**src/sv/ura_pkg.sv**
```systemverilog
`default_nettype none
package ura_pkg;

  localparam int VALUE_W = 16;
  localparam int RADIX_W = 6;
  localparam int CHAR_W = 7;
  localparam int DEFAULT_MAX_DIGITS = 6;

  localparam logic [RADIX_W-1:0] RADIX_MIN = 6'd2;
  localparam logic [RADIX_W-1:0] RADIX_MAX = 6'd36;
  localparam logic [RADIX_W-1:0] RADIX_RESET = 6'd10;

  // quotient bits resolved per divider cycle
  localparam int STEP_BITS = 2;
  localparam int DIV_STEPS = VALUE_W / STEP_BITS;

  // depth of the queue between front and back
  localparam int QUEUE_DEPTH = 2;

  localparam logic [CHAR_W-1:0] CHAR_ZERO = 7'h30;
  localparam logic [CHAR_W-1:0] CHAR_UPPER_A = 7'h41;
  localparam logic [CHAR_W-1:0] DECIMAL_TEN = 7'h0a;

  // one queued word: value plus the base it is converted in
  typedef struct packed {
    logic [VALUE_W-1:0] value;
    logic [RADIX_W-1:0] base;
  } ura_item_t;

  // clamp a raw radix into 2..36
  function automatic logic [RADIX_W-1:0] radix_clamp(input logic [RADIX_W-1:0] r);
    if (r < RADIX_MIN) return RADIX_MIN;
    if (r > RADIX_MAX) return RADIX_MAX;
    return r;
  endfunction

  // digit value to ascii, 0-9 then A onward
  function automatic logic [CHAR_W-1:0] digit_ascii(input logic [RADIX_W-1:0] d);
    logic [CHAR_W-1:0] dx;
    dx = {1'b0, d};
    if (dx < DECIMAL_TEN) return CHAR_ZERO + dx;
    return CHAR_UPPER_A + (dx - DECIMAL_TEN);
  endfunction

endpackage
`default_nettype wire

```
**src/sv/ura_front.sv**
```systemverilog
`default_nettype none
module ura_front (
  input  logic                          clk,
  input  logic                          rst,
  input  logic                          radix_we,
  input  logic [ura_pkg::RADIX_W-1:0]   radix_wdata,
  input  logic                          in_valid,
  output logic                          in_stall,
  input  logic [ura_pkg::VALUE_W-1:0]   value,
  input  logic                          queue_full,
  output logic                          push,
  output ura_pkg::ura_item_t            push_item
);
  import ura_pkg::*;

  logic [RADIX_W-1:0] radix;

  // radix register
  always_ff @(posedge clk) begin
    if (rst) begin
      radix <= RADIX_RESET;
    end else if (radix_we) begin
      radix <= radix_wdata;
    end
  end

  // accept a word whenever the queue has room, tagging it with the clamped base
  assign in_stall = queue_full;
  assign push = in_valid && !queue_full;
  assign push_item.value = value;
  assign push_item.base = radix_clamp(radix);

endmodule
`default_nettype wire

```
**src/sv/ura_fifo.sv**
```systemverilog
`default_nettype none
module ura_fifo (
  input  logic               clk,
  input  logic               rst,
  input  logic               push,
  input  ura_pkg::ura_item_t push_item,
  output logic               full,
  input  logic               pop,
  output logic               not_empty,
  output ura_pkg::ura_item_t pop_item
);
  import ura_pkg::*;

  localparam int PTR_W = (QUEUE_DEPTH > 1) ? $clog2(QUEUE_DEPTH) : 1;
  localparam int CNT_W = $clog2(QUEUE_DEPTH + 1);

  ura_item_t        mem [QUEUE_DEPTH];
  logic [PTR_W-1:0] wr_ptr;
  logic [PTR_W-1:0] rd_ptr;
  logic [CNT_W-1:0] count;

  assign full = (count == CNT_W'(QUEUE_DEPTH));
  assign not_empty = (count != '0);
  assign pop_item = mem[rd_ptr];

  // storage
  always_ff @(posedge clk) begin
    if (push) begin
      mem[wr_ptr] <= push_item;
    end
  end

  // pointers and fill count
  always_ff @(posedge clk) begin
    if (rst) begin
      wr_ptr <= '0;
      rd_ptr <= '0;
      count <= '0;
    end else begin
      if (push) begin
        wr_ptr <= (wr_ptr == PTR_W'(QUEUE_DEPTH - 1)) ? '0 : wr_ptr + 1'b1;
      end
      if (pop) begin
        rd_ptr <= (rd_ptr == PTR_W'(QUEUE_DEPTH - 1)) ? '0 : rd_ptr + 1'b1;
      end
      if (push && !pop) begin
        count <= count + 1'b1;
      end else if (pop && !push) begin
        count <= count - 1'b1;
      end
    end
  end

endmodule
`default_nettype wire

```
**src/sv/ura_back.sv**
```systemverilog
`default_nettype none
module ura_back #(
  parameter int MAX_DIGITS = ura_pkg::DEFAULT_MAX_DIGITS
) (
  input  logic                          clk,
  input  logic                          rst,
  input  logic                          not_empty,
  input  ura_pkg::ura_item_t            pop_item,
  output logic                          pop,
  output logic                          out_valid,
  input  logic                          out_stall,
  output logic [ura_pkg::CHAR_W-1:0]    digit_char,
  output logic                          last_digit,
  output logic                          too_long
);
  import ura_pkg::*;

  localparam int IDX_W = (MAX_DIGITS > 1) ? $clog2(MAX_DIGITS) : 1;
  localparam int NDIG_W = $clog2(MAX_DIGITS + 1);
  localparam int STEP_W = (DIV_STEPS > 1) ? $clog2(DIV_STEPS) : 1;

  typedef enum logic [2:0] {
    S_IDLE = 3'b001,
    S_DIV  = 3'b010,
    S_EMIT = 3'b100
  } state_t;

  state_t              state;
  logic [VALUE_W-1:0]  quot;
  logic [RADIX_W-1:0]  rem;
  logic [RADIX_W-1:0]  base;
  logic [STEP_W-1:0]   step;
  logic [NDIG_W-1:0]   ndig;
  logic [IDX_W-1:0]    ptr;
  logic                ovf;
  logic [RADIX_W-1:0]  digs [MAX_DIGITS];

  logic [VALUE_W-1:0]  quot_next;
  logic [RADIX_W-1:0]  rem_next;
  logic [RADIX_W:0]    trial;
  logic                slot_free;

  assign pop = (state == S_IDLE) && not_empty;
  assign slot_free = !out_valid || !out_stall;

  // restoring divide, STEP_BITS quotient bits per cycle
  always_comb begin
    quot_next = quot;
    rem_next = rem;
    trial = '0;
    for (int i = 0; i < STEP_BITS; i++) begin
      trial = {rem_next, quot_next[VALUE_W-1]};
      quot_next = {quot_next[VALUE_W-2:0], 1'b0};
      if (trial >= {1'b0, base}) begin
        trial = trial - {1'b0, base};
        quot_next[0] = 1'b1;
      end
      rem_next = trial[RADIX_W-1:0];
    end
  end

  // sequencer: divide out digits low first, then play them back high first, or give one too_long word on overflow
  always_ff @(posedge clk) begin
    if (rst) begin
      state <= S_IDLE;
      out_valid <= 1'b0;
      step <= '0;
      ndig <= '0;
      ptr <= '0;
      ovf <= 1'b0;
    end else begin
      if (slot_free) begin
        out_valid <= (state == S_EMIT);
      end
      case (state)
        S_IDLE: begin
          if (not_empty) begin
            quot <= pop_item.value;
            base <= pop_item.base;
            rem <= '0;
            step <= '0;
            ndig <= '0;
            state <= S_DIV;
          end
        end
        S_DIV: begin
          quot <= quot_next;
          if (step == STEP_W'(DIV_STEPS - 1)) begin
            step <= '0;
            rem <= '0;
            digs[ndig[IDX_W-1:0]] <= rem_next;
            if (quot_next == '0) begin
              ptr <= ndig[IDX_W-1:0];
              ovf <= 1'b0;
              state <= S_EMIT;
            end else if (ndig == NDIG_W'(MAX_DIGITS - 1)) begin
              ovf <= 1'b1;
              state <= S_EMIT;
            end else begin
              ndig <= ndig + 1'b1;
            end
          end else begin
            step <= step + 1'b1;
            rem <= rem_next;
          end
        end
        S_EMIT: begin
          if (slot_free) begin
            if (ovf) begin
              digit_char <= '0;
              last_digit <= 1'b1;
              too_long <= 1'b1;
              state <= S_IDLE;
            end else begin
              digit_char <= digit_ascii(digs[ptr]);
              last_digit <= (ptr == '0);
              too_long <= 1'b0;
              if (ptr == '0) begin
                state <= S_IDLE;
              end else begin
                ptr <= ptr - 1'b1;
              end
            end
          end
        end
        default: begin
          state <= S_IDLE;
        end
      endcase
    end
  end

  // checks
  a_state_onehot: assert property (@(posedge clk) disable iff (rst) $onehot(state))
    else $error("back state not one-hot");

  a_overflow_word: assert property (@(posedge clk) disable iff (rst)
    out_valid && too_long |-> last_digit && (digit_char == '0))
    else $error("overflow word malformed");

  a_digit_count: assert property (@(posedge clk) disable iff (rst)
    state == S_DIV |-> ndig < NDIG_W'(MAX_DIGITS))
    else $error("digit count beyond limit");

  a_pop_starts: assert property (@(posedge clk) disable iff (rst)
    pop |=> state == S_DIV)
    else $error("dequeue did not start a division");

endmodule
`default_nettype wire

```
**src/sv/unsigned_to_radix_ascii_top.sv**
```systemverilog
// Converts each accepted 16-bit unsigned value into ASCII digits in the base held in
// the radix register (reset 10, values below 2 act as 2 and above 36 act as 36), most
// significant digit first, with last_digit set on the final character; a value that
// needs more than MAX_DIGITS digits gives one word with too_long set and digit_char 0.
// A shared restoring divider peels off one digit per pass over the 16-bit quotient (two
// quotient bits per cycle); all digits of a value are divided out before the first is
// output, and the next value is only dequeued once the last word has been issued.
// A two-entry queue lets new values be taken in while the divider is busy and while
// output words are stalled.
`default_nettype none
module unsigned_to_radix_ascii_top #(
  parameter int MAX_DIGITS = ura_pkg::DEFAULT_MAX_DIGITS
) (
  input  logic                          clk,
  input  logic                          rst,
  input  logic                          radix_we,
  input  logic [ura_pkg::RADIX_W-1:0]   radix_wdata,
  input  logic                          in_valid,
  output logic                          in_stall,
  input  logic [ura_pkg::VALUE_W-1:0]   value,
  output logic                          out_valid,
  input  logic                          out_stall,
  output logic [ura_pkg::CHAR_W-1:0]    digit_char,
  output logic                          last_digit,
  output logic                          too_long
);
  import ura_pkg::*;

  logic      push;
  ura_item_t push_item;
  logic      queue_full;
  logic      pop;
  logic      not_empty;
  ura_item_t pop_item;

  // accept and tag with base
  ura_front u_front (
    .clk         (clk),
    .rst         (rst),
    .radix_we    (radix_we),
    .radix_wdata (radix_wdata),
    .in_valid    (in_valid),
    .in_stall    (in_stall),
    .value       (value),
    .queue_full  (queue_full),
    .push        (push),
    .push_item   (push_item)
  );

  // decoupling queue
  ura_fifo u_fifo (
    .clk       (clk),
    .rst       (rst),
    .push      (push),
    .push_item (push_item),
    .full      (queue_full),
    .pop       (pop),
    .not_empty (not_empty),
    .pop_item  (pop_item)
  );

  // divide and emit
  ura_back #(
    .MAX_DIGITS (MAX_DIGITS)
  ) u_back (
    .clk        (clk),
    .rst        (rst),
    .not_empty  (not_empty),
    .pop_item   (pop_item),
    .pop        (pop),
    .out_valid  (out_valid),
    .out_stall  (out_stall),
    .digit_char (digit_char),
    .last_digit (last_digit),
    .too_long   (too_long)
  );

endmodule
`default_nettype wire

```
**config.mk**
```make
export PLATFORM = sky130hd
export DESIGN_NAME = unsigned_to_radix_ascii_top
export DESIGN_NICKNAME = d
export VERILOG_FILES = /design/src/sv/ura_pkg.sv /design/src/sv/ura_front.sv /design/src/sv/ura_fifo.sv /design/src/sv/ura_back.sv /design/src/sv/unsigned_to_radix_ascii_top.sv
export SDC_FILE = /design/constraint.sdc
export NUM_CORES = 1
export LEC_CHECK = 0
export BUFFER_PORTS_ARGS = -buffer_cell sky130_fd_sc_hd__buf_4
export CAP_MARGIN = 5
export CELL_PAD_IN_SITES_DETAIL_PLACEMENT = 1
export CELL_PAD_IN_SITES_GLOBAL_PLACEMENT = 1
export CORE_MARGIN = 5
export CORE_UTILIZATION = 40
export CTS_BUF_LIST = sky130_fd_sc_hd__clkbuf_4
export DETAILED_ROUTE_END_ITERATION = 16
export PLACE_DENSITY = 0.75
export SYNTH_ARGS = -nofsm -noshare
export SYNTH_HDL_FRONTEND = slang
export SYNTH_SLANG_ARGS = --single-unit
```
**constraint.sdc**
```tcl
create_clock -name clk -period 4 [get_ports clk]
set_input_delay 1.2 -clock clk [delete_from_list [all_inputs] [get_ports clk]]
set_output_delay 1.2 -clock clk [all_outputs]
set_load 0.1 [all_outputs]
```
==> impl_metrics.yaml <==
status:
  status: "finished clean"
drt:
  drc_errors: 0
  avgViaCountPerCell: 5.21
  ant_nets: 0
  drtIter0Drc: 212
  vias: 4175
  firstDrtPassIters: 5
  wl_per_cell_um: 18.0
  wirelength_um: 14400
yosys:
  yosysTopAreaCell: "edfxtp_1"
  synth_area_per_cell_um2: 12.7
  synth_top_area_share_pct: 53.5
  ys_top_cells_by_area: "edfxtp_1, dfxtp_1, ha_1"
  synth_cells: 516
  synth_area_mm2: 0.00657
  async_reset_ff_share_pct: 0
  synth-edff-count: 117
  seq_area_frac_synth_pct: 62.0
  syn_nets: 567
  ys_ff_latch: 145
  ys_warn_count: 0
  synth.distinct_cells: 60
  synth_ff_type: "edfxtp_1"
hold_path:
  hp-class: "flop to flop"
  holdPathStages: 2
  min_delay_worst_endpoint: "u_back.ptr[1]$_SDFFE_PP0N_"
  min_from: "u_back.ptr[1]$_SDFFE_PP0N_"
global_routing:
  grt_pass1_wl_um: 23100
  grt_max_degree: 41
  grt_pass1_vias: 4565
  grt_usage_pct: 15.1
  grt_overflow_total: 0
  antenna_found_initial: 1
timing:
  clock.fmax_mhz: 256
  fin_setup_tns_ns: 0
  skew_ns: 0.0218
  report.final.hold_viol_count: 0
  fin_crit_ns: 3.90
  setup_viol: 0
  max_slew.worst_pin.slew_ns: 1.07
  final-max-slew-violation-count: 0
  max_slew_margin_pct: 28.5
  period_share_pct: 97.6
power_and_ir_drop:
  power.total_mw: 5.29
  p_leak_nw: 2.72
  power_density_mw_per_mm2: 692
  ir_worst_vdd_mv: 0.340
clocking:
  clock_latency_ns: 0.56
  clkSlewWorstSetupHoldPaths_ns: 0.13
  cts-hold-fix-buffers: 0
  cts_root_buf: "clkbuf_4"
  clkSinkCount: 145
  cts_inserted_buffers: 17
  cts_buffer_depth: 2
  cts_max_level: 4
  cts_tree: "done"
setup_path:
  worst_ep_arrival_time_ns: 4.40
  critical_path_class: "flop to flop"
  regToRegStartpoint: "u_back.quot[15]$_DFFE_PP_"
  critPathLaunchType: "flop"
  end_kind: "flop"
  cp.required_ns: 4.50
  cp_max_fo: 3
  rrSetupSlack_ns: 0.1
  ff2ff_path_depth: 17
cells_and_area:
  nets: 622
  drive_gt1_share_pct: 23.1
  fillers: 1740
  post-route-util_pct: 47.7
  area_delta_synth_final_pct: 16.3
  finalNonFillerCells: 801
job:
  maxCapViolCount: 0
place:
  place_congestion: 0.900
  dp.cells: 762
  io_buffers: 37
  hpwlAfterDp_um: 10000
floorplanning:
  rows: 46
  initial_core_util_pct: 41.1
  io_pins: 38
  die_w_um: 138
  dieArea_mm2: 0.0191
  die_h_um: 138
  core_area_mm2: 0.0160
[registers in the layout, summed over array words and instances, names as in the netlist, named ones only]
signal and flops:
u_fifo.mem 44, u_back.digit_char 7, u_back.last_digit 1, u_back.ovf 1, u_back.ptr 3, u_back.quot 16
u_fifo.count 2, u_back.ndig 3, u_back.rem 6, u_back.too_long 1, u_back.out_valid 1, u_fifo.wr_ptr 1
u_front.radix 6, u_back.state 3, u_back.step 3, u_back.base 6, u_back.digs 36, u_fifo.rd_ptr 1
[worst max-delay path, cell delays in order (launching register included)]
cell	delay [ns]
edfxtp_1	0.44
inv_1	0.08
ha_1	0.19
inv_1	0.07
fa_1	0.41
a21o_1	0.20
a21oi_1	0.22
xnor2_1	0.12
mux2i_2	0.26
inv_1	0.08
ha_1	0.31
and4_1	0.20
a31oi_2	0.21
nand4_1	0.16
nor3b_4	0.29
a31oi_2	0.14
a211o_1	0.31
a21oi_2	0.14
[cell usage in the layout (no fill, tap or decap), types with 5 or more instances in the layout]
cell type / n
dfxtp_1: 28
inv_1: 24
edfxtp_1: 117
nand2b_1: 6
nor2_1: 37
o21ai_0: 32
buf_4: 56
nand2_1: 36
nor3_1: 7
inv_6: 5
ha_1: 20
a21oi_1: 22
mux2_2: 13
xnor2_1: 7
nand3_1: 10
bufinv_16: 5
mux2i_1: 23
nor2b_1: 11
a211oi_1: 7
and3_1: 5
clkbuf_4: 17
xor2_1: 6
[synthesized netlist by cell type, types with 4 or more instances]
library cell / count
nor2b_1: 12
nand3_1: 10
nor2_1: 41
nand2_1: 36
ha_1: 22
edfxtp_1: 117
mux2_2: 13
a211oi_1: 7
and3_1: 5
a21oi_1: 23
a21o_1: 4
o21a_1: 4
xor2_1: 6
mux4_2: 4
nor3_1: 8
clkbuf_1: 14
dfxtp_1: 28
inv_1: 26
o211ai_1: 4
nand2b_1: 7
o21ai_0: 33
mux2i_1: 26
a211o_1: 5
xnor2_1: 7
[worst max path at each step]
stage / start / endpoint / cells after the start
after floorplan: u_back.rem[3]$_SDFFCE_PN0P_ / flop / 15
after global placement: u_back.base[4]$_DFFE_PP_ / u_back.digs[5][2]$_DFFE_PP_ / 15
after detailed placement: u_back.rem[3]$_SDFFCE_PN0P_ / u_back.digs[3][1]$_DFFE_PP_ / 14
after CTS: u_back.rem[3]$_SDFFCE_PN0P_ / u_back.digs[1][4]$_DFFE_PP_ / 14
after global routing: u_back.quot[15]$_DFFE_PP_ / u_back.ptr[1]$_SDFFE_PP0N_ / 17
final: u_back.quot[15]$_DFFE_PP_ / flop / 17
[cells by family (layout without fill, tap and decap cells)]
| kind of cell | after synthesis | in the layout | synth area share [%] |
|---|---|---|---|
| simple gates | 140 | 140 | 10.6 |
| compound gates | 102 | 102 | 10.1 |
| other cells | 0 | 1 | 0 |
| fa+ha+maj | 25 | 25 | 4.95 |
| mux | 44 | 44 | 7.79 |
| flops | 145 | 145 | 62.0 |
| xor+xnor | 13 | 13 | 1.73 |
| buf+inv | 47 | 115 | 2.86 |
[power breakdown]
group	switching, mW	internal (mW)
Sequential	0.103	2.10
Combinational	1.21	0.745
Clock	0.558	0.566
[cell type report]
| type | count | area, µm² | share of cell area (%) |
|---|---|---|---|
| tap | 216 | 270 | 3.54 |
| timing repair buffer | 57 | 432 | 5.65 |
| clock inverter | 15 | 226 | 2.96 |
| multi-input combinational | 324 | 2410 | 31.5 |
| clock buffer | 17 | 128 | 1.67 |
| antenna | 1 | 2.50 | 0.0328 |
| sequential | 145 | 4070 | 53.3 |
| inverter | 26 | 97.6 | 1.28 |
[through the flow]
stage | setup WS (ns) | hold WS, ns | area (µm²)
after detailed placement | -0.0468 | 0.478 | 7150
final | 0.0953 | 0.491 | 7640
after global routing | -0.134 | 0.500 | 7640
after CTS | -0.0104 | 0.496 | 7510
after floorplan | 0.239 | 0.406 | 6570
after global placement | 0.157 | 0.458 | 7150
[routing by layer]
| layer | global-route usage (%) | share of wire (%) |
|---|---|---|
| met1 | 17.7 | 42 |
| met2 | 26.6 | 53 |
| met3 | 3.48 | 3.0 |
| met4 | 5.98 | 1.9 |
| met5 | 0 | 0 |
[what timing repair did]
item                                    CTS  global route
resized for setup                         1            20
buffers inserted                          1             5
pin swaps                                 1             5
endpoints found under the setup margin   21            47
(Power assumes the default switching activity.)
